<file path="src/hw/rtl/vab_pkg.sv">
// ----------------------------------------------------------------------------
// Vector angle bisection package
// Shared constants, the quadrant fold flags and the elaboration-time
// functions that build the tangent tables used by the bisection cells.
// ----------------------------------------------------------------------------
package vab_pkg;

   localparam int TAN_FRAC     = 24;
   localparam int TAN_W        = 33;
   localparam int ANGLE_W      = 12;
   localparam int QUARTER_BITS = 10;

   localparam logic [TAN_W-1:0]   TAN_MAX       = '1;
   localparam logic [ANGLE_W:0]   FULL_STEPS    = 13'd4096;
   localparam logic [ANGLE_W-1:0] HALF_STEPS    = 12'd2048;
   localparam logic [ANGLE_W-1:0] QUARTER_STEPS = 12'd1024;

   localparam logic [63:0] ONE_Q62 = 64'h4000_0000_0000_0000;
   localparam logic [63:0] PI_Q62  = 64'hC90F_DAA2_2168_C234;

   // quadrant of the difference vector, carried alongside the bisection
   typedef struct packed {
      logic neg_x;
      logic neg_y;
      logic zero_x;
      logic zero_y;
   } vab_fold_type;

   // Q2.62 product, truncated
   function automatic logic [63:0] mul_q62(logic [63:0] a, logic [63:0] b);
      logic [127:0] p;
      p = {64'b0, a} * {64'b0, b};
      return p[125:62];
   endfunction

   // long division, returns {remainder, quotient}
   function automatic logic [127:0] divmod64(logic [63:0] num, logic [63:0] den);
      logic [64:0] rem;
      logic [63:0] quo;
      rem = '0;
      quo = '0;
      for (int i = 63; i >= 0; i--) begin
         rem = {rem[63:0], num[i]};
         if (rem >= {1'b0, den}) begin
            rem    = rem - {1'b0, den};
            quo[i] = 1'b1;
         end
      end
      return {rem[63:0], quo};
   endfunction

   // sine and cosine series in Q2.62, returns {sin, cos}
   function automatic logic [127:0] sin_cos_q62(logic [63:0] a);
      logic [63:0]  a2;
      logic [63:0]  term;
      logic [63:0]  sum;
      logic [63:0]  s;
      logic [63:0]  dv;
      logic [127:0] dm;
      a2   = mul_q62(a, a);
      term = a;
      sum  = a;
      for (int i = 1; i < 40; i++) begin
         if (term != 64'd0) begin
            dv   = 64'((2 * i) * (2 * i + 1));
            dm   = divmod64(mul_q62(term, a2), dv);
            term = dm[63:0];
            if (i[0]) sum = sum - term;
            else      sum = sum + term;
         end
      end
      s    = sum;
      term = ONE_Q62;
      sum  = ONE_Q62;
      for (int i = 1; i < 40; i++) begin
         if (term != 64'd0) begin
            dv   = 64'((2 * i - 1) * (2 * i));
            dm   = divmod64(mul_q62(term, a2), dv);
            term = dm[63:0];
            if (i[0]) sum = sum - term;
            else      sum = sum + term;
         end
      end
      return {s, sum};
   endfunction

   // num/den as unsigned Q9.24, rounded half up, saturated
   function automatic logic [TAN_W-1:0] ratio_q24(logic [63:0] num, logic [63:0] den);
      logic [127:0] dm;
      logic [63:0]  q;
      logic [63:0]  rem;
      if (den == 64'd0) return TAN_MAX;
      dm  = divmod64(num, den);
      q   = dm[63:0];
      rem = dm[127:64];
      if (q > 64'(TAN_MAX >> TAN_FRAC)) return TAN_MAX;
      for (int i = 0; i < TAN_FRAC + 1; i++) begin
         rem = rem << 1;
         q   = q << 1;
         if (rem >= den) begin
            rem = rem - den;
            q   = q | 64'd1;
         end
      end
      q = (q + 64'd1) >> 1;
      if (q > 64'(TAN_MAX)) return TAN_MAX;
      return TAN_W'(q);
   endfunction

   // tangent of m * (PI/2) / 2^(steps+1), cotangent symmetry above PI/4
   function automatic logic [TAN_W-1:0] tan_rom(logic [63:0] m, int steps);
      logic [63:0]  half;
      logic [63:0]  r;
      logic [127:0] p;
      logic [63:0]  a;
      logic [127:0] sc;
      half = 64'd1 << steps;
      r    = (m <= half) ? m : (half << 1) - m;
      p    = {64'b0, PI_Q62} * {64'b0, r};
      p    = p >> (steps + 2);
      a    = p[63:0];
      sc   = sin_cos_q62(a);
      if (m <= half) return ratio_q24(sc[127:64], sc[63:0]);
      return ratio_q24(sc[63:0], sc[127:64]);
   endfunction

endpackage

</file>
<file path="src/hw/rtl/vab_cell.sv">
// ----------------------------------------------------------------------------
// Vector angle bisection cell
// One bisection step: compares y against x times the tangent of the
// interval midpoint and keeps the lower or upper half.
// ----------------------------------------------------------------------------
module vab_cell import vab_pkg::*; #(
   parameter int COORD_WIDTH  = 16,
   parameter int BISECT_STEPS = 9,
   parameter int STAGE        = 0
) (
   input  logic                    clock,
   input  logic                    reset,
   input  logic                    up_valid,
   output logic                    up_ready,
   input  logic [COORD_WIDTH-1:0]  up_mag_x,
   input  logic [COORD_WIDTH-1:0]  up_mag_y,
   input  logic [BISECT_STEPS:0]   up_low,
   input  vab_fold_type            up_fold,
   output logic                    dn_valid,
   input  logic                    dn_ready,
   output logic [COORD_WIDTH-1:0]  dn_mag_x,
   output logic [COORD_WIDTH-1:0]  dn_mag_y,
   output logic [BISECT_STEPS:0]   dn_low,
   output vab_fold_type            dn_fold
);

   localparam int ENTRIES = 1 << STAGE;
   localparam int PROD_W  = COORD_WIDTH + TAN_W;
   localparam logic [BISECT_STEPS:0] MID_BIT =
      {{BISECT_STEPS{1'b0}}, 1'b1} << (BISECT_STEPS - STAGE);

   typedef logic [TAN_W-1:0] rom_type [ENTRIES];

   // only the midpoints this step can see: low carries STAGE decided bits
   function automatic rom_type build_rom();
      rom_type r;
      for (int j = 0; j < ENTRIES; j++) begin
         r[j] = tan_rom(64'((2 * j + 1)) << (BISECT_STEPS - STAGE), BISECT_STEPS);
      end
      return r;
   endfunction

   localparam rom_type TAN_ROM = build_rom();

   logic [TAN_W-1:0]       tan_val;
   logic [PROD_W-1:0]      prod;
   logic [PROD_W-1:0]      lhs;
   logic                   below;
   logic [BISECT_STEPS:0]  low_in;
   logic                   valid_ff;
   logic [COORD_WIDTH-1:0] mag_x_ff;
   logic [COORD_WIDTH-1:0] mag_y_ff;
   logic [BISECT_STEPS:0]  low_ff;
   vab_fold_type           fold_ff;

   generate
      if (STAGE == 0) begin : g_first
         assign tan_val = TAN_ROM[0];
      end else begin : g_rest
         assign tan_val = TAN_ROM[up_low[BISECT_STEPS -: STAGE]];
      end
   endgenerate

   assign prod   = {{TAN_W{1'b0}}, up_mag_x} * {{COORD_WIDTH{1'b0}}, tan_val};
   assign lhs    = {{(TAN_W - TAN_FRAC){1'b0}}, up_mag_y, {TAN_FRAC{1'b0}}};
   assign below  = lhs < prod;
   // keep the lower half when below, else move low up to the midpoint
   assign low_in = below ? up_low : (up_low | MID_BIT);

   assign up_ready = !valid_ff || dn_ready;

   always_ff @(posedge clock) begin
      if (reset) begin
         valid_ff <= 1'b0;
      end else if (up_ready) begin
         valid_ff <= up_valid;
      end
   end

   always_ff @(posedge clock) begin
      if (up_valid && up_ready) begin
         mag_x_ff <= up_mag_x;
         mag_y_ff <= up_mag_y;
         low_ff   <= low_in;
         fold_ff  <= up_fold;
      end
   end

   assign dn_valid = valid_ff;
   assign dn_mag_x = mag_x_ff;
   assign dn_mag_y = mag_y_ff;
   assign dn_low   = low_ff;
   assign dn_fold  = fold_ff;

endmodule

</file>
<file path="config.mk">
export PLATFORM = sky130hd
export DESIGN_NAME = vab_cell
export DESIGN_NICKNAME = d
export VERILOG_FILES = /design/src/hw/rtl/vab_pkg.sv /design/src/hw/rtl/vab_cell.sv
export SDC_FILE = /design/constraint.sdc
export NUM_CORES = 1
export LEC_CHECK = 0
export BUFFER_PORTS_ARGS = -buffer_cell sky130_fd_sc_hd__buf_2
export CAP_MARGIN = 20
export CORE_ASPECT_RATIO = 1.25
export CORE_UTILIZATION = 35
export DETAILED_ROUTE_END_ITERATION = 7
export GPL_TIMING_DRIVEN = 0
export HOLD_SLACK_MARGIN = 0.1
export PLACE_DENSITY = 0.63
export SLEW_MARGIN = 10
export SYNTH_ARGS = -nofsm -noshare
export SYNTH_HDL_FRONTEND = slang
export SYNTH_SLANG_ARGS = --single-unit
</file>
<file path="constraint.sdc">
create_clock -name clock -period 3 [get_ports clock]
set_clock_uncertainty 0.1 [all_clocks]
set_input_delay 0.45 -clock clock [delete_from_list [all_inputs] [get_ports clock]]
set_output_delay 0.45 -clock clock [all_outputs]
set_load 0.01 [all_outputs]
</file>
* Word-level counts from Yosys, hierarchy flattened
Cells that the tools add are included.
** Cells by class
- $lt $le $gt $ge :: 1
- Reduce and logical (&&, ||, !) cells :: 3
** Operators by type and width (number)
- < comparator 40 bit :: 1
- logical AND 1 bit :: 1
- zero test 1 bit :: 1
- logical OR 1 bit :: 1
** Word-level totals
- Register bits after elaboration :: 47
- Bits of input ports :: 50
- Logic and storage cells :: 13

* Depth between registers and ports, before layout
- Depth in word-level cells :: 3
- Gate-level depth with buffers :: 6
- Depth with buffers taken out :: 6

* Worst setup path after synthesis
Ideal clock, no wire load.
- Path kind :: input-to-reg
- Start :: input dn_ready
- End :: register fold_ff, in the netlist dn_fold[0] (enable)
- Path buffers :: 0
- Required time :: 2.492 ns
- Stages :: 2
- Arrival time :: 1.765 ns
- Setup time :: 0.408 ns
- Path slack :: 0.727 ns
- Cell sequence :: nand2b_1 -> and2_1
** On the way
- Word-level cells in the longest chain between the ends :: 2
** Ends and longest elaborated chain
- start: declaration :: RTL line vab_cell.sv:20 : input logic dn_ready,
- logical OR 1 bit :: RTL line vab_cell.sv:70 : assign up_ready = !valid_ff || dn_ready;
- logical AND 1 bit :: RTL line vab_cell.sv:81 : if (up_valid && up_ready) begin
- end signal: assignment :: RTL line vab_cell.sv:85 : fold_ff <= up_fold;
- end: declaration :: RTL line vab_cell.sv:54 : vab_fold_type fold_ff;
No other way between the ends.
A chain may end at the register's enable or synchronous reset.

* Worst setup path in the final report
- Start :: input up_mag_x[7]
- End :: register low_ff[9], in the netlist dn_low[9], data pin
** On the way
- Word-level cells in the longest chain between the ends :: 1
** Ends and longest elaborated chain
- start: declaration :: RTL line vab_cell.sv:15 : input logic [COORD_WIDTH-1:0] up_mag_x,
- < comparator 40 bit :: RTL line vab_cell.sv:66 : assign below = lhs < prod;
- end signal: assignment :: RTL line vab_cell.sv:84 : low_ff <= low_in;
- end: declaration :: RTL line vab_cell.sv:53 : logic [BISECT_STEPS:0] low_ff;
No other way between the ends.

==> qor.yml <==
critical_path:
  rrSetupSlack_ns: 1.57
  path_class: "in2reg"
  critPathMaxStageDelay_ns: 0.47
  endpoint_kind: "flip-flop"
  cp_cell_sequence: "buf_2, inv_1, ha_1, and4_1, o21ai_1, or4_1, o2111ai_1"
  crit_slowest_cell: "or4_1"
  ff2ff_path_depth: 3
  start_kind: "primary input"
  reg2reg_from: "dn_valid"
  crit_start: "up_mag_x[7]"
  crit_path_max_fanout: 3
  worstPathRequired_ns: 3.04
  r2r-end: "dn_low[0]"
  cp_data_arrival_time_ns: 1.68
  crit_end: "dn_low[9]"
placement:
  hpwl_um: 2630
  place_ws_ns: 1.04
  place.gp.congestion: 0.661
  numPortBuffers: 97
grt:
  grt_pass1_wl_um: 5290
  overflow: 0
  antenna_found_initial: 0
  grt_max_degree: 37
  grt_usage_pct: 13.2
  grt_pass1_vias: 1177
floorplanning:
  rows: 28
  die_h_um: 82.1
  pin_count: 98
  core_area_um2: 4830
  fp.dieW_um: 66.1
  die_area_um2: 5430
  initial_core_util_pct: 37.2
run:
  maxCapViolCount: 0
clock_network:
  clkLatencyLatePin_ns: 0.29
  cts-root-buf: "clkbuf_8"
  htreeDepth: 2
  cts_sinks: 47
  cts_buffers: 5
  cts_hold_buffers: 0
  post_cts_buffers: 0
  cts-resized-gates: 0
  cts_tree: "done"
  clkTransAtPathRegs_ns: 0.08
  cts_buffer_depth: 2
detailed_routing:
  drtIter0Drc: 95
  drcViolationCount: 0
  routed_via_density: 4.43
  antenna_left: 0
  vias: 1193
  drt_pass1_iterations: 4
  wl_per_cell_um: 12.6
  routed_wl_um: 3400
yosys:
  synth_fp_nets: 168
  yosys-top-cells-area: "edfxtp_1 (77%), ha_1 (10%), inv_1 (3.3%), a21oi_1 (1.9%), dfxtp_1 (1.1%)"
  ys_types: 18
  async_flop_share_pct: 0
  ys_warn_count: 0
  synth-edff-count: 46
  ys_seq_elements: 47
  synth_flop_cell: "edfxtp_1"
  syn_area_per_cell_um2: 17.4
  syn_inst: 103
  synth_top_cell_area_share_pct: 76.9
  synth_area_um2: 1800
  ys_seq_area_share_pct: 78.0
  synth_top_cell_by_area: "edfxtp_1"
timing:
  rsz0062_at_grt: "no"
  max_freq_mhz: 608
  setup_tns_ns: 0
  fin_crit_ns: 1.64
  setup_viol: 0
  slew_violations: 0
  slew_headroom_pct: 75.3
  tightest_slew_ns: 0.362
  fin_crit_sh_pct: 54.8
  final-hold-violation-count: 0
  fin_ws_ns: 1.36
pwr:
  p_sw_share_pct: 22.7
  p_sw_uw: 294
  combPwrFrac_pct: 11.9
  p_int_uw: 998
  power_frac_seq_pct: 59.9
  power_frac_clock_pct: 28.3
  power_density_nw_per_um2: 524
  p_leak_uw: 0.00113
  vdd.ir_drop.worst_mv: 0.224
cells_and_area:
  nets: 273
  layout-drive-gt1-share_pct: 50.7
  syn2layout_area_growth_pct: 37.1
  num_antenna_cells: 0
worst_hold_path:
  min_path_type: "in2reg"
status:
  status: "finished clean"
## registers in the layout (all words and copies together), names as in the netlist
signal,cells
dn_mag_y,16
dn_low,10
dn_valid,1
dn_fold,4
dn_mag_x,16
## area by class of cell
class / count / area, um2
repair buffers: 98 / 505
fillers: 434 / 2370
multi-input cells: 40 / 337
well taps: 60 / 75.1
flip-flops and latches: 47 / 1400
clock inverters: 2 / 12.5
inverters: 16 / 60.1
clock buffers: 6 / 72.6
## worst min path at each step
stage | start | endpoint | depth (start not counted)
floorplan | reset | dn_valid | 1
global placement | dn_valid | dn_valid | 2
detailed placement | dn_valid | dn_valid | 2
CTS | reset | dn_valid | 2
global route | reset | dn_valid | 2
finish | reset | dn_valid | 2
## metrics by stage
step	cell area (um2)	util, %	power, uW	std cells	hold slack, ns
final	2460	51.0	1290	269	0.200
after global routing	2460	51.0	1360	269	0.204
after CTS	2460	51.0	1310	269	0.191
after detailed placement	2380	49.2	945	261	0.399
after global placement	2360	48.8	939	260	0.393
after floorplan	1800	-	857	103	0.419
## power by group through the flow
| stage | Combinational (uW) | Sequential [uW] | Clock, uW |
|---|---|---|---|
| after floorplan | 44.4 | 813 | 0 |
| after global placement | 149 | 790 | 0 |
| after detailed placement | 156 | 788 | 0 |
| after CTS | 157 | 774 | 380 |
| after global routing | 174 | 777 | 408 |
| final | 153 | 773 | 365 |
## metal layers
metal  GRT usage [%]  part of all wire [%]  vias to the layer above
met5               0                     0                        -
met4            5.11                   1.5                        0
met3            5.77                    12                        7
met2            22.2                    46                       73
met1            14.7                    40                      520
li1                -                     -                      593
## worst max-delay path: cells and delay by family
| kind | cells | cell delay (ns) |
|---|---|---|
| AND/OR/NAND/NOR | 2 | 0.67 |
| buffers and inverters | 2 | 0.13 |
| adder cells (fa/ha/maj) | 1 | 0.30 |
| AO/OA/AOI/OAI | 2 | 0.14 |
## kinds of logic (layout without fill, tap and decap cells)
kind of cell | after synthesis | count (layout) | share of synthesized area, %
flops | 47 | 47 | 78.0
simple gates | 11 | 11 | 3.76
buf+inv | 16 | 122 | 3.34
fa+ha+maj | 15 | 15 | 10.4
compound gates | 14 | 14 | 4.46
## cell usage after synthesis, drive strengths merged, types with 2 or more instances
| library cell | number |
|---|---|
| edfxtp | 46 |
| and4 | 2 |
| o21ai | 4 |
| a21oi | 7 |
| nand2b | 2 |
| nand2 | 2 |
| inv | 16 |
| ha | 15 |
## placed cells by master, fill, tap and decap left out
cell / synthesis / final
clkbuf_8: 0 / 5
o2111ai_1: 1 / 1
nand4_1: 1 / 1
and2_2: 0 / 1
clkinvlp_4: 0 / 1
ha_1: 15 / 15
nor2_1: 1 / 1
nand2_1: 2 / 2
inv_1: 16 / 16
nand2b_1: 2 / 2
buf_12: 0 / 1
o21ai_0: 3 / 3
o31ai_1: 1 / 1
buf_2: 0 / 97
a2111oi_0: 1 / 1
edfxtp_1: 46 / 46
dfxtp_1: 1 / 1
a21oi_1: 7 / 7
nor2b_1: 1 / 1
clkinv_2: 0 / 1
or4_1: 1 / 1
o21ai_1: 1 / 1
and4_1: 2 / 2
clkbuf_1: 0 / 1
Power figures use the tool's default switching activity.
