$ cat src/hw/rtl/vab_pkg.sv
// ----------------------------------------------------------------------------
// Vector angle bisection package
// Shared constants, the quadrant fold flags and the elaboration-time
// functions that build the tangent tables used by the bisection cells.
// ----------------------------------------------------------------------------
package vab_pkg;

   localparam int TAN_FRAC     = 24;
   localparam int TAN_W        = 33;
   localparam int ANGLE_W      = 12;
   localparam int QUARTER_BITS = 10;

   localparam logic [TAN_W-1:0]   TAN_MAX       = '1;
   localparam logic [ANGLE_W:0]   FULL_STEPS    = 13'd4096;
   localparam logic [ANGLE_W-1:0] HALF_STEPS    = 12'd2048;
   localparam logic [ANGLE_W-1:0] QUARTER_STEPS = 12'd1024;

   localparam logic [63:0] ONE_Q62 = 64'h4000_0000_0000_0000;
   localparam logic [63:0] PI_Q62  = 64'hC90F_DAA2_2168_C234;

   // quadrant of the difference vector, carried alongside the bisection
   typedef struct packed {
      logic neg_x;
      logic neg_y;
      logic zero_x;
      logic zero_y;
   } vab_fold_type;

   // Q2.62 product, truncated
   function automatic logic [63:0] mul_q62(logic [63:0] a, logic [63:0] b);
      logic [127:0] p;
      p = {64'b0, a} * {64'b0, b};
      return p[125:62];
   endfunction

   // long division, returns {remainder, quotient}
   function automatic logic [127:0] divmod64(logic [63:0] num, logic [63:0] den);
      logic [64:0] rem;
      logic [63:0] quo;
      rem = '0;
      quo = '0;
      for (int i = 63; i >= 0; i--) begin
         rem = {rem[63:0], num[i]};
         if (rem >= {1'b0, den}) begin
            rem    = rem - {1'b0, den};
            quo[i] = 1'b1;
         end
      end
      return {rem[63:0], quo};
   endfunction

   // sine and cosine series in Q2.62, returns {sin, cos}
   function automatic logic [127:0] sin_cos_q62(logic [63:0] a);
      logic [63:0]  a2;
      logic [63:0]  term;
      logic [63:0]  sum;
      logic [63:0]  s;
      logic [63:0]  dv;
      logic [127:0] dm;
      a2   = mul_q62(a, a);
      term = a;
      sum  = a;
      for (int i = 1; i < 40; i++) begin
         if (term != 64'd0) begin
            dv   = 64'((2 * i) * (2 * i + 1));
            dm   = divmod64(mul_q62(term, a2), dv);
            term = dm[63:0];
            if (i[0]) sum = sum - term;
            else      sum = sum + term;
         end
      end
      s    = sum;
      term = ONE_Q62;
      sum  = ONE_Q62;
      for (int i = 1; i < 40; i++) begin
         if (term != 64'd0) begin
            dv   = 64'((2 * i - 1) * (2 * i));
            dm   = divmod64(mul_q62(term, a2), dv);
            term = dm[63:0];
            if (i[0]) sum = sum - term;
            else      sum = sum + term;
         end
      end
      return {s, sum};
   endfunction

   // num/den as unsigned Q9.24, rounded half up, saturated
   function automatic logic [TAN_W-1:0] ratio_q24(logic [63:0] num, logic [63:0] den);
      logic [127:0] dm;
      logic [63:0]  q;
      logic [63:0]  rem;
      if (den == 64'd0) return TAN_MAX;
      dm  = divmod64(num, den);
      q   = dm[63:0];
      rem = dm[127:64];
      if (q > 64'(TAN_MAX >> TAN_FRAC)) return TAN_MAX;
      for (int i = 0; i < TAN_FRAC + 1; i++) begin
         rem = rem << 1;
         q   = q << 1;
         if (rem >= den) begin
            rem = rem - den;
            q   = q | 64'd1;
         end
      end
      q = (q + 64'd1) >> 1;
      if (q > 64'(TAN_MAX)) return TAN_MAX;
      return TAN_W'(q);
   endfunction

   // tangent of m * (PI/2) / 2^(steps+1), cotangent symmetry above PI/4
   function automatic logic [TAN_W-1:0] tan_rom(logic [63:0] m, int steps);
      logic [63:0]  half;
      logic [63:0]  r;
      logic [127:0] p;
      logic [63:0]  a;
      logic [127:0] sc;
      half = 64'd1 << steps;
      r    = (m <= half) ? m : (half << 1) - m;
      p    = {64'b0, PI_Q62} * {64'b0, r};
      p    = p >> (steps + 2);
      a    = p[63:0];
      sc   = sin_cos_q62(a);
      if (m <= half) return ratio_q24(sc[127:64], sc[63:0]);
      return ratio_q24(sc[63:0], sc[127:64]);
   endfunction

endpackage

$ cat src/hw/rtl/vab_back.sv
// ----------------------------------------------------------------------------
// Vector angle back stage
// Scales the final midpoint to PI/2048 steps, applies the special cases,
// unfolds the quadrant and holds the result in the output register.
// ----------------------------------------------------------------------------
module vab_back import vab_pkg::*; #(
   parameter int BISECT_STEPS = 9
) (
   input  logic                  clock,
   input  logic                  reset,
   input  logic                  up_valid,
   output logic                  up_ready,
   input  logic [BISECT_STEPS:0] up_low,
   input  vab_fold_type          up_fold,
   output logic                  dn_valid,
   input  logic                  dn_ready,
   output logic [ANGLE_W-1:0]    dn_angle
);

   localparam int UP    = BISECT_STEPS + 1;
   localparam int EXT_W = UP + ANGLE_W;

   logic [BISECT_STEPS:0] mid;
   logic [EXT_W-1:0]      mid_ext;
   logic [EXT_W-1:0]      scaled;
   logic [ANGLE_W-1:0]    base;
   logic [ANGLE_W-1:0]    half_turn;
   logic [ANGLE_W-1:0]    angle_in;
   logic                  valid_ff;
   logic [ANGLE_W-1:0]    angle_ff;

   // final interval is two units wide, its midpoint is low + 1
   assign mid     = up_low + {{BISECT_STEPS{1'b0}}, 1'b1};
   assign mid_ext = {{ANGLE_W{1'b0}}, mid};

   generate
      if (UP <= QUARTER_BITS) begin : g_widen
         assign scaled = mid_ext << (QUARTER_BITS - UP);
      end else begin : g_trunc
         assign scaled = mid_ext >> (UP - QUARTER_BITS);
      end
   endgenerate

   always_comb begin
      if (up_fold.zero_x) begin
         base = QUARTER_STEPS;
      end else if (up_fold.zero_y) begin
         base = '0;
      end else begin
         base = scaled[ANGLE_W-1:0];
      end
      half_turn = up_fold.neg_x ? (HALF_STEPS - base) : base;
      angle_in  = up_fold.neg_y ? ANGLE_W'(FULL_STEPS - {1'b0, half_turn}) : half_turn;
   end

   assign up_ready = !valid_ff || dn_ready;

   always_ff @(posedge clock) begin
      if (reset) begin
         valid_ff <= 1'b0;
      end else if (up_ready) begin
         valid_ff <= up_valid;
      end
   end

   always_ff @(posedge clock) begin
      if (up_valid && up_ready) begin
         angle_ff <= angle_in;
      end
   end

   assign dn_valid = valid_ff;
   assign dn_angle = angle_ff;

endmodule

$ cat config.mk
export PLATFORM = sky130hd
export DESIGN_NAME = vab_back
export DESIGN_NICKNAME = d
export VERILOG_FILES = /design/src/hw/rtl/vab_pkg.sv /design/src/hw/rtl/vab_back.sv
export SDC_FILE = /design/constraint.sdc
export NUM_CORES = 1
export LEC_CHECK = 0
export BUFFER_PORTS_ARGS = -buffer_cell sky130_fd_sc_hd__buf_2
export CAP_MARGIN = 40
export CORE_MARGIN = 2
export CORE_UTILIZATION = 57
export CTS_BUF_LIST = sky130_fd_sc_hd__clkbuf_8 sky130_fd_sc_hd__clkbuf_16
export DETAILED_ROUTE_END_ITERATION = 7
export PLACE_DENSITY = 0.95
export RECOVER_POWER = 50
export SLEW_MARGIN = 20
export SYNTH_ARGS = -nofsm -noshare
export SYNTH_HDL_FRONTEND = slang
export SYNTH_SLANG_ARGS = --single-unit
$ cat constraint.sdc
create_clock -name clock -period 5.31 [get_ports clock]
set_input_delay 1.3275 -clock clock [delete_from_list [all_inputs] [get_ports clock]]
set_output_delay 1.3275 -clock clock [all_outputs]
set_load 0.1 [all_outputs]
# --- Yosys cells after proc, flatten, opt, wreduce, memory -nomap -nowiden ---
# Index checks and enable logic that the tools add are counted.
classes:
  n_addsub: 3
  n_mux: 4
  reduce_logical: 3
ops:
  columns: ["cell", "n"]
  rows:
  - ["12-bit 2-to-1 mux", 3]
  - ["1-bit by 12-bit subtractor with 12-bit output (first input constant)", 1]
  - ["12-bit subtractor (first input constant)", 1]
  - ["10-bit by 1-bit adder with 10-bit output (second input constant)", 1]
  - ["10-bit 2-to-1 mux", 1]
  - ["1-bit logical AND", 1]
  - ["1-bit logical NOT", 1]
  - ["1-bit logical OR", 1]
word_totals:
  register_bits: 13
  in_bits: 18
  output_inout_bits: 14
  wordCells: 12

# --- Logic depth before layout (Yosys ltp) ---
depth:
  ltp_word: 7
  depth_mapped: 12
  depth_no_buf: 11

# --- Worst setup path after synthesis ---
# Ideal clock, no wire load.
synth_path:
  kind: "input to register"
  startpoint: "input up_fold[0] in the netlist's numbering"
  endpoint: "register angle_ff[11], in the netlist dn_angle[11], data pin"
  setup_time_ps: 270
  t_arrival_ps: 3499
  t_required_ps: 5040
  slack_ps: 1541
  cell_stages: 11
  path_buffers: 1
  path_cell_list: "or2_2 > clkbuf_1 > nor2_1 > inv_1 > ha_1 > o21ai_0 > o21ai_0 > a211oi_1 > nand4_1 > o41ai_2 > xor2_1"
synth_via:
  elab_chain_cells: 6
synth_rtl:
  columns: ["element", "line", "text"]
  rows:
  - ["start, declared", "vab_back.sv:14", "input vab_fold_type up_fold,"]
  - ["10-bit 2-to-1 mux *", "vab_back.sv:47", "end else if (up_fold.zero_y) begin"]
  - ["12-bit 2-to-1 mux *", "vab_back.sv:45", "if (up_fold.zero_x) begin"]
  - ["12-bit subtractor", "vab_back.sv:52", "half_turn = up_fold.neg_x ? (HALF_STEPS - base) : base;"]
  - ["12-bit 2-to-1 mux *", "vab_back.sv:52", null]
  - ["1-bit by 12-bit subtractor with 12-bit output", "vab_back.sv:53", "angle_in = up_fold.neg_y ? ANGLE_W'(FULL_STEPS - {1'b0, half_turn}) : half_turn;"]
  - ["12-bit 2-to-1 mux *", "vab_back.sv:53", null]
  - ["net angle_in[11]", "vab_back.sv:28", "logic [ANGLE_W-1:0] angle_in;"]
  - ["end signal, assigned", "vab_back.sv:68", "angle_ff <= angle_in;"]
  - ["end, declared", "vab_back.sv:30", "logic [ANGLE_W-1:0] angle_ff;"]
# Mark *: on every way through the listed nets, which the timed path passes. The rest lies on a longest branch.
# A chain may end at the register's enable or synchronous reset.

# --- Final worst setup path ---
layout_path:
  startpoint: "input up_fold[1] in the netlist's numbering"
  endpoint: "register angle_ff[11], in the netlist dn_angle[11], data pin"
layout_via:
  elab_chain_cells: 5
layout_rtl:
  columns: ["element", "line"]
  rows:
  - ["12-bit 2-to-1 mux *", "vab_back.sv:45"]
  - ["12-bit subtractor", "vab_back.sv:52"]
  - ["12-bit 2-to-1 mux *", "vab_back.sv:52"]
  - ["1-bit by 12-bit subtractor with 12-bit output", "vab_back.sv:53"]
  - ["12-bit 2-to-1 mux *", "vab_back.sv:53"]
  - ["net angle_in[11]", "vab_back.sv:28"]
# Marked as above.

==> impl_results.md <==
- Status: finished, final reports clean
- Mux cell area share after synthesis: 0.0159
- WL/cell: around 12 um
- Post-synth EDFFs: 12
- CTS tree: yes
- Complex-gate fraction of the synthesized area: 0.199
- Reg2Reg Capture Point: dn_angle[10]$_DFFE_PP_
- Root Driver: clkbuf_8
- Post-route ant nets: 0
- # nets final: just under 200
- H-tree levels: 1
- Ratio of cells with drive above 1 in the final layout: 0.199
- # DRC: 0
- Vias in the first global route: 1027
- Worst hold-check slack: between 0.5 and 0.6 ns
- GR Overflow Total: 0
- Critical path's largest stage delay: roughly 0.38 ns
- Sum Neg Setup Slack: 0 ns
- Hold Crit Depth: 2
- Post-Synth XOR/XNOR Area: 0.139
- Worst Hold Class: register to register
- Synth Area in Simple Gates: 0.254
- Crit Path Max Fanout: 9
- Setup-failing EPs final: 0
- Row count: 16
- FF-to-FF setup slack: approximately 4.0 ns
- Final setup margin: between 1 and 1.5 ns
- Die area: around 2600 sq um
- CP most frequent cell: o21ai_0
- Final hold vios: 0
- Die span in y: roughly 50 um
- RSZ-0062 raised after global routing: false
- Syn-to-layout area delta: 14.3%
- Synth Area per Inst: 8.43 sq um
- Async set or reset register ratio after synthesis: 0
- Main combinational cell family by area after synthesis: simple AND/OR/NAND/NOR gates
- Slew Limit Headroom: 0.227
- Fillcell total: 167
- Pwr Density: between 200 and 300 nW/um^2
- RePlAce Congestion: between 0.9 and 1
- Cells after Synth: between 100 and 150
- First-iteration detailed-routing DRC count: 24
- Critical Path Slowest Stage Cell: a211oi_1
- First-pass GRT wire length: 4250 um
- Clk slew on worst S/H paths: about 0.050 ns
- Ys flop type: edfxtp_1
- Max rail drop VDD: approximately 180 uV
- Adder-cell share of the synthesized area: 0.0299
- Total Wirelength: 2520 um
- Pre-CTS setup slack: between 1 and 1.5 ns
- Synth Cell Area: around 1300 sq um
- Synth warn: 0
- Yosys reg bits: 13
- Post-route minimum period: between 3 and 4 ns
- Most common cell after layout, fill and taps aside: buf_2
- Synth Net Count: 170
- Num ports: 32
- Min-delay src: dn_valid$_SDFFE_PP0N_
- GRT Overall Usage: 0.214
- Fin. max-slew vios: 0
- Clock Tree Buf Depth: 2
- Commonest cells after routing, fill and taps aside: buf_2, o21ai_0, nand2_1, xnor2_1, edfxtp_1
- FF-to-FF path depth: 2
- Post-cts repair resize count: 0
- Crit path cell chain: buf_2 > or2_0 > nor2_1 > inv_1 > ha_1 > o21ai_0 > o21ai_0 > a211oi_1 > nand4_1 > o41ai_2 > xor2_1
- Placed instance count: 199
- WHS Endpoint: dn_valid$_SDFFE_PP0N_
- Die width: around 51 um
- Worst slew pin tran: about 1.2 ns
- N_diodes: 0
- Worst setup EP type: register
- CP Data Required Time: 5.29 ns
- Starting Density: 0.621
- Number of port buffers: 31
- Final cycle utilization of the critical path: 0.724
- Crit Path Class: primary input to register
- Post-CTS setup buffer count: 0
- CP arrival: roughly 3.8 ns
- Register area share after synthesis: 0.303
- Clk sinks: 13
- Worst skew pair latency: roughly 0.24 ns
- Non-filler cells, final: 203
- Distinct cells, synth: 43
- Core area: approximately 2000 sq um
- Max Fclk: between 200 and 300 MHz
- Dpl hpwl: between 2000 and 2500 um
- Pre-Repair DR Iteration Count: 4
- CTS Hold Bufs: 0
- Largest net degree at the start of global routing: 13
- Critical Path Source Type: primary input
- Leakage: about 0.55 nW
- Via/cell ratio: ~5.8
- Cts bufs inserted: 3
- Max-cap viol count: 0
- Reg2reg start: dn_valid$_SDFFE_PP0N_
- Via count of the routed design: between 1000 and 1500
- Initial antenna violation count: 0
- Setup Skew: 0.00185 ns
sequential cells by signal, summed over array words and instances, names as in the netlist:
signal and count:
dn_angle 12, dn_valid 1
per-layer routing:
layer	share of wire	GRT usage	wire length, um
met3	0.063	0.0351	160
met1	0.41	0.228	1030
met5	0	0	0
met4	0.033	0.131	83
met2	0.49	0.390	1250
critical path, delay by kind of cell:
| family | cells | cell delay [ns] |
|---|---|---|
| xor+xnor | 1 | 0.10 |
| fa+ha+maj | 1 | 0.28 |
| compound gates | 4 | 1.11 |
| buf+inv | 2 | 0.22 |
| simple gates | 3 | 0.77 |
where the power goes:
group / leakage, nW / internal [mW] / switching, mW
Combinational: 0.393 / 0.0418 / 0.140
Sequential: 0.127 / 0.128 / 0.00223
Clock: 0.0269 / 0.0510 / 0.0340
logic make-up after synthesis:
family,Yosys count
buf+inv,15
simple gates,59
xor+xnor,20
mux,2
fa+ha+maj,3
flops,13
compound gates,37
worst max path at each step:
| stage | to | startpoint | cells past startpoint |
|---|---|---|---|
| final | dn_angle[11]$_DFFE_PP_ | up_fold[1] | 11 |
| after global routing | dn_angle[11]$_DFFE_PP_ | up_fold[0] | 11 |
| after CTS | dn_angle[11]$_DFFE_PP_ | up_fold[0] | 11 |
| after detailed placement | dn_angle[11]$_DFFE_PP_ | up_fold[0] | 11 |
| after global placement | dn_angle[11]$_DFFE_PP_ | up_low[0] | 10 |
| after floorplan | dn_angle[11]$_DFFE_PP_ | up_fold[0] | 11 |
metrics by stage:
| step | total power [mW] | util | area, sq um |
|---|---|---|---|
| 6_report | 0.397 | 0.710 | 1440 |
| 5_1_grt | 0.416 | 0.710 | 1440 |
| 4_1_cts | 0.400 | 0.713 | 1440 |
| 3_5_place_dp | 0.314 | 0.691 | 1400 |
| 3_3_place_gp | 0.310 | 0.691 | 1400 |
| 2_1_floorplan | 0.287 | - | 1260 |
area by class of cell:
type / count / area, sq um / area share
inverters: 7 / 26.3 / 0.0183
well taps: 27 / 33.8 / 0.0235
multi-input cells: 121 / 802 / 0.558
clock inverters: 1 / 3.75 / 0.00261
flip-flops and latches: 13 / 380 / 0.265
repair buffers: 31 / 149 / 0.104
clock buffers: 3 / 41.3 / 0.0287
synth_stat cells (3+ instances only):
master	count	area (sq um)
a21oi_1	4	20.0
nand3_1	8	40.0
nor2_1	11	41.3
clkbuf_1	3	11.3
o31ai_1	3	22.5
nand4_1	4	25.0
nor3_1	5	25.0
inv_1	7	26.3
xnor2_1	12	105
o21ai_0	14	70.1
edfxtp_1	12	360
nand2_1	12	45.0
ha_1	3	37.5
xor2_1	8	70.1
No activity file was read; power rests on OpenSTA's default activity.
