## config.mk

```make
export PLATFORM = sky130hd
export DESIGN_NAME = vab_front
export DESIGN_NICKNAME = d
export VERILOG_FILES = /design/src/hw/rtl/vab_pkg.sv /design/src/hw/rtl/vab_front.sv
export SDC_FILE = /design/constraint.sdc
export NUM_CORES = 1
export LEC_CHECK = 0
export BUFFER_PORTS_ARGS = -buffer_cell sky130_fd_sc_hd__buf_2
export CORE_MARGIN = 1.5
export CORE_UTILIZATION = 52
export CTS_CLUSTER_SIZE = 40
export DETAILED_ROUTE_END_ITERATION = 10
export PLACE_DENSITY = 0.82
export SLEW_MARGIN = 20
export SYNTH_ARGS = -nofsm -noshare
export SYNTH_HDL_FRONTEND = slang
export SYNTH_SLANG_ARGS = --single-unit
export TNS_END_PERCENT = 1
```

## constraint.sdc

```tcl
create_clock -name clock -period 4 [get_ports clock]
set_clock_uncertainty 0.05 [all_clocks]
set_input_delay 0.8 -clock clock [delete_from_list [all_inputs] [get_ports clock]]
set_output_delay 0.8 -clock clock [all_outputs]
set_load 0.01 [all_outputs]
```

## src/hw/rtl/vab_pkg.sv

```systemverilog
// ----------------------------------------------------------------------------
// Vector angle bisection package
// Shared constants, the quadrant fold flags and the elaboration-time
// functions that build the tangent tables used by the bisection cells.
// ----------------------------------------------------------------------------
package vab_pkg;

   localparam int TAN_FRAC     = 24;
   localparam int TAN_W        = 33;
   localparam int ANGLE_W      = 12;
   localparam int QUARTER_BITS = 10;

   localparam logic [TAN_W-1:0]   TAN_MAX       = '1;
   localparam logic [ANGLE_W:0]   FULL_STEPS    = 13'd4096;
   localparam logic [ANGLE_W-1:0] HALF_STEPS    = 12'd2048;
   localparam logic [ANGLE_W-1:0] QUARTER_STEPS = 12'd1024;

   localparam logic [63:0] ONE_Q62 = 64'h4000_0000_0000_0000;
   localparam logic [63:0] PI_Q62  = 64'hC90F_DAA2_2168_C234;

   // quadrant of the difference vector, carried alongside the bisection
   typedef struct packed {
      logic neg_x;
      logic neg_y;
      logic zero_x;
      logic zero_y;
   } vab_fold_type;

   // Q2.62 product, truncated
   function automatic logic [63:0] mul_q62(logic [63:0] a, logic [63:0] b);
      logic [127:0] p;
      p = {64'b0, a} * {64'b0, b};
      return p[125:62];
   endfunction

   // long division, returns {remainder, quotient}
   function automatic logic [127:0] divmod64(logic [63:0] num, logic [63:0] den);
      logic [64:0] rem;
      logic [63:0] quo;
      rem = '0;
      quo = '0;
      for (int i = 63; i >= 0; i--) begin
         rem = {rem[63:0], num[i]};
         if (rem >= {1'b0, den}) begin
            rem    = rem - {1'b0, den};
            quo[i] = 1'b1;
         end
      end
      return {rem[63:0], quo};
   endfunction

   // sine and cosine series in Q2.62, returns {sin, cos}
   function automatic logic [127:0] sin_cos_q62(logic [63:0] a);
      logic [63:0]  a2;
      logic [63:0]  term;
      logic [63:0]  sum;
      logic [63:0]  s;
      logic [63:0]  dv;
      logic [127:0] dm;
      a2   = mul_q62(a, a);
      term = a;
      sum  = a;
      for (int i = 1; i < 40; i++) begin
         if (term != 64'd0) begin
            dv   = 64'((2 * i) * (2 * i + 1));
            dm   = divmod64(mul_q62(term, a2), dv);
            term = dm[63:0];
            if (i[0]) sum = sum - term;
            else      sum = sum + term;
         end
      end
      s    = sum;
      term = ONE_Q62;
      sum  = ONE_Q62;
      for (int i = 1; i < 40; i++) begin
         if (term != 64'd0) begin
            dv   = 64'((2 * i - 1) * (2 * i));
            dm   = divmod64(mul_q62(term, a2), dv);
            term = dm[63:0];
            if (i[0]) sum = sum - term;
            else      sum = sum + term;
         end
      end
      return {s, sum};
   endfunction

   // num/den as unsigned Q9.24, rounded half up, saturated
   function automatic logic [TAN_W-1:0] ratio_q24(logic [63:0] num, logic [63:0] den);
      logic [127:0] dm;
      logic [63:0]  q;
      logic [63:0]  rem;
      if (den == 64'd0) return TAN_MAX;
      dm  = divmod64(num, den);
      q   = dm[63:0];
      rem = dm[127:64];
      if (q > 64'(TAN_MAX >> TAN_FRAC)) return TAN_MAX;
      for (int i = 0; i < TAN_FRAC + 1; i++) begin
         rem = rem << 1;
         q   = q << 1;
         if (rem >= den) begin
            rem = rem - den;
            q   = q | 64'd1;
         end
      end
      q = (q + 64'd1) >> 1;
      if (q > 64'(TAN_MAX)) return TAN_MAX;
      return TAN_W'(q);
   endfunction

   // tangent of m * (PI/2) / 2^(steps+1), cotangent symmetry above PI/4
   function automatic logic [TAN_W-1:0] tan_rom(logic [63:0] m, int steps);
      logic [63:0]  half;
      logic [63:0]  r;
      logic [127:0] p;
      logic [63:0]  a;
      logic [127:0] sc;
      half = 64'd1 << steps;
      r    = (m <= half) ? m : (half << 1) - m;
      p    = {64'b0, PI_Q62} * {64'b0, r};
      p    = p >> (steps + 2);
      a    = p[63:0];
      sc   = sin_cos_q62(a);
      if (m <= half) return ratio_q24(sc[127:64], sc[63:0]);
      return ratio_q24(sc[63:0], sc[127:64]);
   endfunction

endpackage

```

## src/hw/rtl/vab_front.sv

```systemverilog
// ----------------------------------------------------------------------------
// Vector angle front stage
// Subtracts the origin, folds the difference onto the first quadrant and
// registers magnitudes and quadrant flags.
// ----------------------------------------------------------------------------
module vab_front import vab_pkg::*; #(
   parameter int COORD_WIDTH  = 16,
   parameter int BISECT_STEPS = 9
) (
   input  logic                    clock,
   input  logic                    reset,
   input  logic                    up_valid,
   output logic                    up_ready,
   input  logic [COORD_WIDTH-1:0]  point_x,
   input  logic [COORD_WIDTH-1:0]  point_y,
   input  logic [COORD_WIDTH-1:0]  origin_x,
   input  logic [COORD_WIDTH-1:0]  origin_y,
   output logic                    dn_valid,
   input  logic                    dn_ready,
   output logic [COORD_WIDTH-1:0]  dn_mag_x,
   output logic [COORD_WIDTH-1:0]  dn_mag_y,
   output logic [BISECT_STEPS:0]   dn_low,
   output vab_fold_type            dn_fold
);

   logic [COORD_WIDTH:0]   dx;
   logic [COORD_WIDTH:0]   dy;
   logic [COORD_WIDTH:0]   abs_x;
   logic [COORD_WIDTH:0]   abs_y;
   vab_fold_type           fold_in;
   logic                   valid_ff;
   logic [COORD_WIDTH-1:0] mag_x_ff;
   logic [COORD_WIDTH-1:0] mag_y_ff;
   vab_fold_type           fold_ff;

   // differences are exact one bit wider than the coordinates
   assign dx = {point_x[COORD_WIDTH-1], point_x} - {origin_x[COORD_WIDTH-1], origin_x};
   assign dy = {point_y[COORD_WIDTH-1], point_y} - {origin_y[COORD_WIDTH-1], origin_y};

   assign abs_x = dx[COORD_WIDTH] ? -dx : dx;
   assign abs_y = dy[COORD_WIDTH] ? -dy : dy;

   always_comb begin
      fold_in.neg_x  = dx[COORD_WIDTH];
      fold_in.neg_y  = dy[COORD_WIDTH];
      fold_in.zero_x = (dx == '0);
      fold_in.zero_y = (dy == '0);
   end

   assign up_ready = !valid_ff || dn_ready;

   always_ff @(posedge clock) begin
      if (reset) begin
         valid_ff <= 1'b0;
      end else if (up_ready) begin
         valid_ff <= up_valid;
      end
   end

   always_ff @(posedge clock) begin
      if (up_valid && up_ready) begin
         mag_x_ff <= abs_x[COORD_WIDTH-1:0];
         mag_y_ff <= abs_y[COORD_WIDTH-1:0];
         fold_ff  <= fold_in;
      end
   end

   assign dn_valid = valid_ff;
   assign dn_mag_x = mag_x_ff;
   assign dn_mag_y = mag_y_ff;
   assign dn_low   = '0;
   assign dn_fold  = fold_ff;

endmodule

```

# Yosys cells after proc, flatten, opt, wreduce, memory -nomap -nowiden
# Cells that the tools add are included.
# classes
addsub	4
muxes	2
reduce_logical	5
# op_table
cell	n
$logic_not 17->1	2
$sub 16x16->17	2
$mux 16	2
$neg 16->16	2
$logic_and 1x1->1	1
$logic_not 1->1	1
$logic_or 1x1->1	1
# word_totals
ff_bits	37
inputBits	68
output_inout_bits	48
elab_cells	18

# Logic depth before layout (Yosys ltp)
# Gate-level depths: netlist (run 1).
# depth
depth_word	3
ltp_mapped	12
mapped_depth_nobuf	12

# Least setup slack after synthesis (run 1)
# No wires, ideal clock.
# synth_path
path_kind	input to register
from	input port point_x[0]
to	register mag_x_ff[3] (netlist: dn_mag_x[3]), data pin
setup_time_ns	0.264
arrival_time_ns	3.088
required_ns	3.686
slack_ns	0.598
path_stages	12
n_path_buf	0
path_cell_list	inv_1 > ha_1 > fa_1 > nand2b_1 > a2111oi_2 > o31ai_1 > a21oi_1 > o21ai_1 > a31oi_4 > inv_2 > and2_1 > xnor2_1
# synth_via
elab_cells_between_ends	3
classes_between	add/sub: 2; mux: 1
# synth_lines
item	line_no	source
start, declared	vab_front.sv:14	input logic [COORD_WIDTH-1:0] point_x,
$sub 16x16->17	vab_front.sv:37	assign dx = {point_x[COORD_WIDTH-1], point_x} - {origin_x[COORD_WIDTH-1], origin_x};
named net dx[16]	vab_front.sv:26	logic [COORD_WIDTH:0] dx;
$mux 16	vab_front.sv:40	assign abs_x = dx[COORD_WIDTH] ? -dx : dx;
named net abs_x[3]	vab_front.sv:28	logic [COORD_WIDTH:0] abs_x;
end signal, assigned	vab_front.sv:62	mag_x_ff <= abs_x[COORD_WIDTH-1:0];
end, declared	vab_front.sv:32	logic [COORD_WIDTH-1:0] mag_x_ff;
# The timed path passes the listed nets, and every way through them passes these cells.
# A chain may end at the register's enable or synchronous reset.

# Worst setup path after layout (run 1)
# layout_path
from	input port point_x[0]
to	register mag_x_ff[15] (netlist: dn_mag_x[15]), data pin
# layout_via
elab_chain_len	3
# layout_lines
item	line_no
$sub 16x16->17 (*)	vab_front.sv:37
$neg 16->16	vab_front.sv:40
$mux 16 (*)	vab_front.sv:40
named net abs_x[15]	vab_front.sv:28
# The timed path passes the listed nets; every way through them passes the cells marked *.

==> flow_summary.toml, run 1 <==
[worst_setup_path]
worstPathMaxFanout = 4
crit_path_end_kind = "flip-flop"
reg2reg_from = "dn_valid"
reg2reg_to = "dn_mag_x[8]"
cp-start-kind = "input pin"
path_class = "in2reg"
required_ns = 3.98
arrival_ns = 3.53
worstRegToRegCells = 3
rrSetupSlack_ns = 2.62

[global_routing]
grt_overflow = 0
antenna_found_initial = 0
grt_pass1_wl_um = 11900
grt_pass1_vias = 2810
grtUsageTotal_pct = 19.49
grt_max_degree = 37

[finish]
finalNetCount = 612
design_area_um2 = 4312
diodes = 0
area_delta_synth_final_pct = 19.94
layout-drive-gt1-share_pct = 27.31

[min_path]
holdPathEnd = "dn_valid"
hold_start = "dn_valid"
hold_depth = 2
hp-class = "reg2reg"

[yosys]
syn_area_um2 = 3595
synth_cells = 395
synth-edff-count = 36
yosys_warnings = 0
yosys.area.top_type_share_pct = 30.07
post_synth_num_cell_types = 72
async_flop_share_pct = 0
synth_area_leader_cell = "edfxtp_1"
ys.flop_type = "edfxtp_1"
syn_avg_cell_area_um2 = 9.101
synthTopCellsByCount = "inv_1 (51), edfxtp_1 (36), ha_1 (34)"
synth_area_leaders = "edfxtp_1 (30%), ha_1 (12%), xnor2_1 (8.0%)"
yosysSeqAreaShare_pct = 30.63
synthMostInstantiatedCell = "inv_1"
synth_seq_cells = 37

[routing]
antenna_left = 0
vias = 3199
drt_iter0_markers = 105
wire_per_inst_um = 12.60
drt_pass1_iterations = 4
via_per_inst = 5.431
finalWirelength_um = 7421
drc_errors = 0

[timing]
post-route-period-util_pct = 88.78
finalSetupViolCount = 0
worst_pin_slew_ns = 0.5981
setup_ws_ns = 0.4489
finalMaxSlewViolations = 0
rsz0062_at_grt = "no"
max_freq_mhz = 281.6
slew_headroom_pct = 59.76
final.setup.tns_ns = 0
period_minus_slack_ns = 3.551
hold_viol_final = 0
holdWs_ns = 0.4710

[placed_design]
place_congestion = 0.8734
place_area_um2 = 4197
post-place-ws_ns = 0.1695
io_buffers = 105
dp_hpwl_um = 6018

[clock_network]
cts-root-buf = "clkbuf_8"
clock-sinks = 37
clkLatencyLatePin_ns = 0.28
post_cts_buffers = 0
cts_tree = "yes"
postCtsHoldBufs = 0
htree_levels = 2
cts.path.max_buffers = 2
cts_resized = 0
numCtsBuffers = 5
clkTransAtPathRegs_ns = 0.08

[power_and_ir_drop]
irDropWorstVdd_mv = 0.2008
switching_share_pct = 34.77
p_switching_uw = 522.5
power_density_nw_per_um2 = 348.5
p_leak_uw = 0.001996
internal-power_uw = 980.3
p_comb_share_pct = 41.8
pwr-share-clk_pct = 22.5
seqPwrFrac_pct = 35.7

[flow_run]
cap_violations = 0

[die]
initial_utilization_pct = 53.20
die_h_um = 86.15
core_um2 = 6756
num_rows = 30
die_width_um = 86.15
io_pins = 116
dieArea_um2 = 7421

[run_status]
status = "finished, final reports clean"
-- area by class of cell --
class / instances / area (um^2)
Sequential cell: 37 / 1101
Multi-Input combinational cell: 303 / 2248
Fill cell: 590 / 2445
Clock inverter: 3 / 46.29
Clock buffer: 5 / 68.82
Inverter: 53 / 198.9
Tap cell: 80 / 100.1
Timing Repair Buffer: 108 / 548.0
-- power by group through the flow --
stage	clock network (uW)	registers, uW	logic (uW)
floorplan	0	581	423
global placement	0	545	611
detailed placement	0	545	628
CTS	344	537	631
global route	360	543	700
finish	337	537	628
-- stage by stage --
stage                     power (uW)  utilization [%]  std cells
after floorplan                 1004                -        404
after global placement          1156            62.11        581
after detailed placement        1173            62.11        581
after CTS                       1512            63.81        589
after global routing            1602            63.81        589
final                           1503            63.81        589
-- worst max-delay path, cell delays in order --
cell and delay [ns]:
buf_2 0.08, inv_1 0.03, ha_1 0.21, fa_1 0.42
nand2b_1 0.20, a2111oi_2 0.53, o31ai_1 0.25, nand3_1 0.12
o311ai_0 0.19, nor4b_1 0.41, a21oi_1 0.14, xor2_1 0.16
-- per-layer routing --
| layer | up-vias | share of wire [%] | GRT usage (%) |
|---|---|---|---|
| met4 | 0 | 1.0 | 3.812 |
| met3 | 8 | 4.7 | 4.042 |
| met5 | - | 0 | 0 |
| li1 | 1644 | - | - |
| met2 | 90 | 47 | 33.43 |
| met1 | 1457 | 47 | 25.58 |
-- state kept, by name, indices dropped and copies added, names as in the netlist --
name / cells
dn_fold: 4
dn_mag_x: 16
dn_mag_y: 16
dn_valid: 1
-- cell families after synthesis --
logic type,count (synthesis),share of synthesized area (%)
other cells,1,0.1043
fa+ha+maj,36,12.95
compound gates,109,21.58
xor+xnor,47,11.45
mux,1,0.2785
flops,37,30.63
simple gates,100,15.25
buf+inv,64,7.762
-- worst max path at each step --
stage | startpoint | endpoint | slack [ns]
2_1_floorplan | point_x[0] | dn_mag_x[3] | 0.60
3_3_place_gp | point_x[0] | dn_mag_x[15] | 0.28
3_5_place_dp | point_x[0] | dn_mag_x[15] | 0.17
4_1_cts | point_x[0] | dn_mag_x[15] | 0.47
5_1_grt | point_y[0] | dn_fold[0] | 0.25
6_report | point_x[0] | dn_mag_x[15] | 0.45
-- cell usage in the layout (no fill, tap or decap), types with 14 or more instances in the layout --
cell	synthesis	routed
inv_1	51	51
a21oi_1	29	29
o21ai_0	14	14
nand2_1	18	18
xnor2_1	33	33
edfxtp_1	36	36
nor2_1	27	27
xor2_1	14	14
buf_2	1	105
ha_1	34	34
No activity file was read; power rests on OpenSTA's default activity.
==> inputs of run 2 (changes only) <==
--- a/config.mk
+++ b/config.mk
@@ -11,6 +11,7 @@
 export CTS_CLUSTER_SIZE = 40
 export DETAILED_ROUTE_END_ITERATION = 10
 export PLACE_DENSITY = 0.82
+export RECOVER_POWER = 25
 export SLEW_MARGIN = 20
 export SYNTH_ARGS = -nofsm -noshare
 export SYNTH_HDL_FRONTEND = slang
==> run 2 against run 1 <==
Against the previous run:
- the run now ends with capacitance limit, slew limit left
- largest power group unchanged
- sequential cell count stayed put
- worst hold slack better by 0.0060 ns
- via count is 0.22% higher
- routed wire length is 0.42% higher
- critical endpoint unchanged
==> flow_summary.toml, run 2 (synthesized netlist as in run 1, its figures left out) <==
[timing]
holdWs_ns = 0.4770
rsz0062_at_grt = "no"
finalSetupViolCount = 0
finalMaxSlewViolations = 37
post-route-period-util_pct = 88.72
hold_viol_final = 0
final.setup.tns_ns = 0
slew_headroom_pct = -38.14
worst_pin_slew_ns = 2.072
max_freq_mhz = 281.8
period_minus_slack_ns = 3.549

[power_and_ir_drop]
irDropWorstVdd_mv = 0.2011
p_leak_uw = 0.001928
p_total_uw = 1496
power_density_nw_per_um2 = 349.5

[placed_design]
dp_hpwl_um = 6018
place_congestion = 0.8734
io_buffers = 105

[die]
die_width_um = 86.15
io_pins = 116
dieArea_um2 = 7421
initial_utilization_pct = 53.20
die_h_um = 86.15
core_um2 = 6756
num_rows = 30

[finish]
diodes = 0
layout-drive-gt1-share_pct = 22.59
area_delta_synth_final_pct = 19.04
finalNetCount = 612
fin_util_pct = 63.33
final_common_cell = "buf_2"
mostFrequentLayoutCells = "buf_2 (82), inv_1 (51), edfxtp_1 (36), ha_1 (34), xnor2_1 (33)"
fillers = 601

[worst_setup_path]
worstPathMaxFanout = 4
arrival_ns = 3.53
required_ns = 3.98
path_class = "in2reg"
crit_path_end_kind = "flip-flop"
cp-start-kind = "input pin"

[routing]
wire_per_inst_um = 12.65
antenna_left = 0
via_per_inst = 5.443
drc_errors = 0
vias = 3206
finalWirelength_um = 7452
drt_pass1_iterations = 4
drt_iter0_markers = 107

[clock_network]
post_cts_buffers = 0
cts.path.max_buffers = 2
htree_levels = 2
clkTransAtPathRegs_ns = 0.08
cts-root-buf = "clkbuf_8"
cts_tree = "yes"
clock-sinks = 37
clkLatencyLatePin_ns = 0.28
numCtsBuffers = 5
postCtsHoldBufs = 0
cts_resized = 0

[global_routing]
grt_overflow = 0
grt_pass1_wl_um = 11900
antenna_found_initial = 0
grt_pass1_vias = 2810
grtUsageTotal_pct = 19.49
grt_max_degree = 37

[run_status]
violations = "capacitance limit, slew limit"
status = "complete, but fails checks"

[flow_run]
cap_violations = 1

[min_path]
hp-class = "reg2reg"
-- run 2: cell types whose count changed in the layout (fill, tap and decap cells not counted), sizes merged --
cell and delta:
buf -24, clkbuf +24
-- run 2: power by group --
| group | internal [uW] | switching, uW | leakage (uW) |
|---|---|---|---|
| Combinational | 262 | 356 | 0.00152 |
| Clock | 187 | 151 | 0.0000543 |
| Sequential | 522 | 17.8 | 0.000357 |
| Total | 971 | 525 | 0.00193 |
-- run 2: metrics by stage --
stage	cells	setup slack, ns	area, um^2
after floorplan	404	0.5980	3628
after global placement	581	0.2797	4197
after detailed placement	581	0.1695	4197
after CTS	589	0.4746	4312
after global routing	589	0.2546	4279
final	589	0.4512	4279
-- run 2: final cells by class --
class,count,area (um^2),area share [%]
Clock buffer,5,68.82,1.608
Clock inverter,3,46.29,1.082
Inverter,53,198.9,4.649
Multi-Input combinational cell,303,2248,52.54
Sequential cell,37,1101,25.73
Tap cell,80,100.1,2.339
Timing Repair Buffer,108,515.5,12.05
-- run 2: layer usage --
metal,GRT usage [%],part of all wire [%],wire (um)
met1,25.58,47,3496
met2,33.43,47,3522
met3,4.042,4.8,357
met4,3.812,1.0,75
met5,0,0,0
-- run 2: worst paths after layout --
| path | end | slack [ns] | start | cells past startpoint |
|---|---|---|---|---|
| min reg2reg | dn_valid | 0.48 | dn_valid | 2 |
| max | dn_mag_x[15] | 0.45 | point_x[0] | 12 |
| min | dn_valid | 0.48 | dn_valid | 2 |
| max reg2reg | dn_mag_x[8] | 1.51 | dn_valid | 3 |
-- run 2: critical path: stages --
cell       delay [ns]
buf_2            0.08
inv_1            0.03
ha_1             0.21
fa_1             0.42
nand2b_1         0.20
a2111oi_2        0.53
o31ai_1          0.25
nand3_1          0.12
o311ai_0         0.19
nor4b_1          0.41
a21oi_1          0.13
xor2_1           0.16
==> inputs of run 3 (changes only) <==
--- a/config.mk
+++ b/config.mk
@@ -8,6 +8,7 @@
 export BUFFER_PORTS_ARGS = -buffer_cell sky130_fd_sc_hd__buf_2
 export CORE_MARGIN = 1.5
 export CORE_UTILIZATION = 52
+export CTS_BUF_LIST = sky130_fd_sc_hd__clkbuf_16
 export CTS_CLUSTER_SIZE = 40
 export DETAILED_ROUTE_END_ITERATION = 10
 export PLACE_DENSITY = 0.82
==> run 3 against run 2 <==
Against the previous run:
- the run now ends clean
- die area is the same
- via count shrank 0.25%
- sequential cell count is the same
- critical path type unchanged
- largest cell class unchanged
- highest routed layer unchanged
==> flow_summary.toml, run 3 (synthesized netlist as in run 1, its figures left out) <==
[routing]
drc_errors = 0
vias = 3198
drt_pass1_iterations = 4
finalWirelength_um = 7400
via_per_inst = 5.430
drt_iter0_markers = 104
antenna_left = 0
wire_per_inst_um = 12.56

[die]
num_rows = 30
die_width_um = 86.15
core_um2 = 6756
initial_utilization_pct = 53.20
dieArea_um2 = 7421
io_pins = 116
die_h_um = 86.15

[clock_network]
clkTransAtPathRegs_ns = 0.06
htree_levels = 2
cts_tree = "yes"
post_cts_buffers = 0
clkLatencyLatePin_ns = 0.27
cts-root-buf = "clkbuf_16"
cts.path.max_buffers = 2
clock-sinks = 37
numCtsBuffers = 5
postCtsHoldBufs = 0
cts_resized = 0

[global_routing]
use_met3_pct = 3.465
use_met2_pct = 33.57
antenna_found_initial = 0
grt_pass1_vias = 2817
top_usage_layer = "met2"
grt_max_degree = 37
grt_pass1_wl_um = 11850
grt_util_met1_pct = 25.45
grtUsageTotal_pct = 19.24
grt_overflow = 0

[timing]
setup_ws_ns = 0.4355
worst_pin_slew_ns = 0.6022
finalSetupViolCount = 0
post-route-period-util_pct = 89.11
rsz0062_at_grt = "no"
finalMaxSlewViolations = 0
max_freq_mhz = 280.5
final.setup.tns_ns = 0
slew_headroom_pct = 59.61
hold_viol_final = 0
period_minus_slack_ns = 3.565

[placed_design]
place_congestion = 0.8734
dp_hpwl_um = 6018
io_buffers = 105
place_area_um2 = 4197
post-place-ws_ns = 0.1695

[finish]
area_delta_synth_final_pct = 20.68
mostFrequentLayoutCells = "buf_2 (81), inv_1 (51), edfxtp_1 (36), ha_1 (34), xnor2_1 (33)"
fillers = 593
diodes = 0
layout-drive-gt1-share_pct = 22.59
design_area_um2 = 4338
final_common_cell = "buf_2"
finalNetCount = 612

[power_and_ir_drop]
internal-power_uw = 1079
irDropWorstVdd_mv = 0.2844
p_switching_uw = 530.3
p_comb_share_pct = 38.4
pwr-share-clk_pct = 28.1
seqPwrFrac_pct = 33.5
p_leak_uw = 0.001955
power_density_nw_per_um2 = 371.0
switching_share_pct = 32.95

[worst_setup_path]
reg2reg_from = "dn_valid"
required_ns = 3.96
rrSetupSlack_ns = 2.63
cp-start-kind = "input pin"
crit_path_end_kind = "flip-flop"
worstRegToRegCells = 3
reg2reg_to = "dn_mag_y[8]"
path_class = "in2reg"
worstPathMaxFanout = 4
arrival_ns = 3.53

[min_path]
hold_start = "dn_valid"
hold_depth = 2
hp-class = "reg2reg"
holdPathEnd = "dn_valid"

[flow_run]
cap_violations = 0

[run_status]
status = "finished, final reports clean"
## run 3: cell counts in the layout (fill, tap and decap cells not counted)
No cell type changed its count.
## run 3: how the worst max path moves through the flow
stage	from	endpoint	slack, ns	cells past startpoint
2_1_floorplan	point_x[0]	dn_mag_x[3]	0.60	12
3_3_place_gp	point_x[0]	dn_mag_x[15]	0.28	12
3_5_place_dp	point_x[0]	dn_mag_x[15]	0.17	12
4_1_cts	point_x[0]	dn_mag_x[15]	0.45	12
5_1_grt	point_x[0]	dn_mag_x[15]	0.23	12
6_report	point_x[0]	dn_mag_x[15]	0.44	12
## run 3: final cells by class
type	count	area, um^2	share of cell area, %
Multi-Input combinational cell	303	2248	51.83
Sequential cell	37	1101	25.38
Timing Repair Buffer	108	518.0	11.94
Inverter	53	198.9	4.586
Clock buffer	5	125.1	2.884
Tap cell	80	100.1	2.307
Clock inverter	3	46.29	1.067
## run 3: power by group through the flow
stage / Clock, uW / Sequential, uW / Combinational, uW
after floorplan: 0 / 581 / 423
after global placement: 0 / 545 / 611
after detailed placement: 0 / 545 / 628
after CTS: 459 / 538 / 631
after global routing: 477 / 545 / 690
final: 452 / 540 / 618
## run 3: critical path, stage by stage
cell,delay (ns)
buf_2,0.08
inv_1,0.03
ha_1,0.21
fa_1,0.42
nand2b_1,0.20
a2111oi_2,0.53
o31ai_1,0.25
nand3_1,0.12
o311ai_0,0.19
nor4b_1,0.41
a21oi_1,0.14
xor2_1,0.16
## run 3: layer usage
metal | share of wire [%] | vias up
met4 | 0.84 | 0
met1 | 47 | 1456
li1 | - | 1646
met5 | 0 | -
met3 | 4.4 | 6
met2 | 48 | 90
## run 3: stage by stage
stage	hold WS (ns)	instances	utilization (%)	total power [uW]
3_3_place_gp	0.4365	581	62.11	1156
6_report	0.4741	589	64.20	1609
2_1_floorplan	0.5430	404	-	1004
5_1_grt	0.5032	589	64.20	1712
4_1_cts	0.4715	589	64.65	1628
3_5_place_dp	0.4619	581	62.11	1173
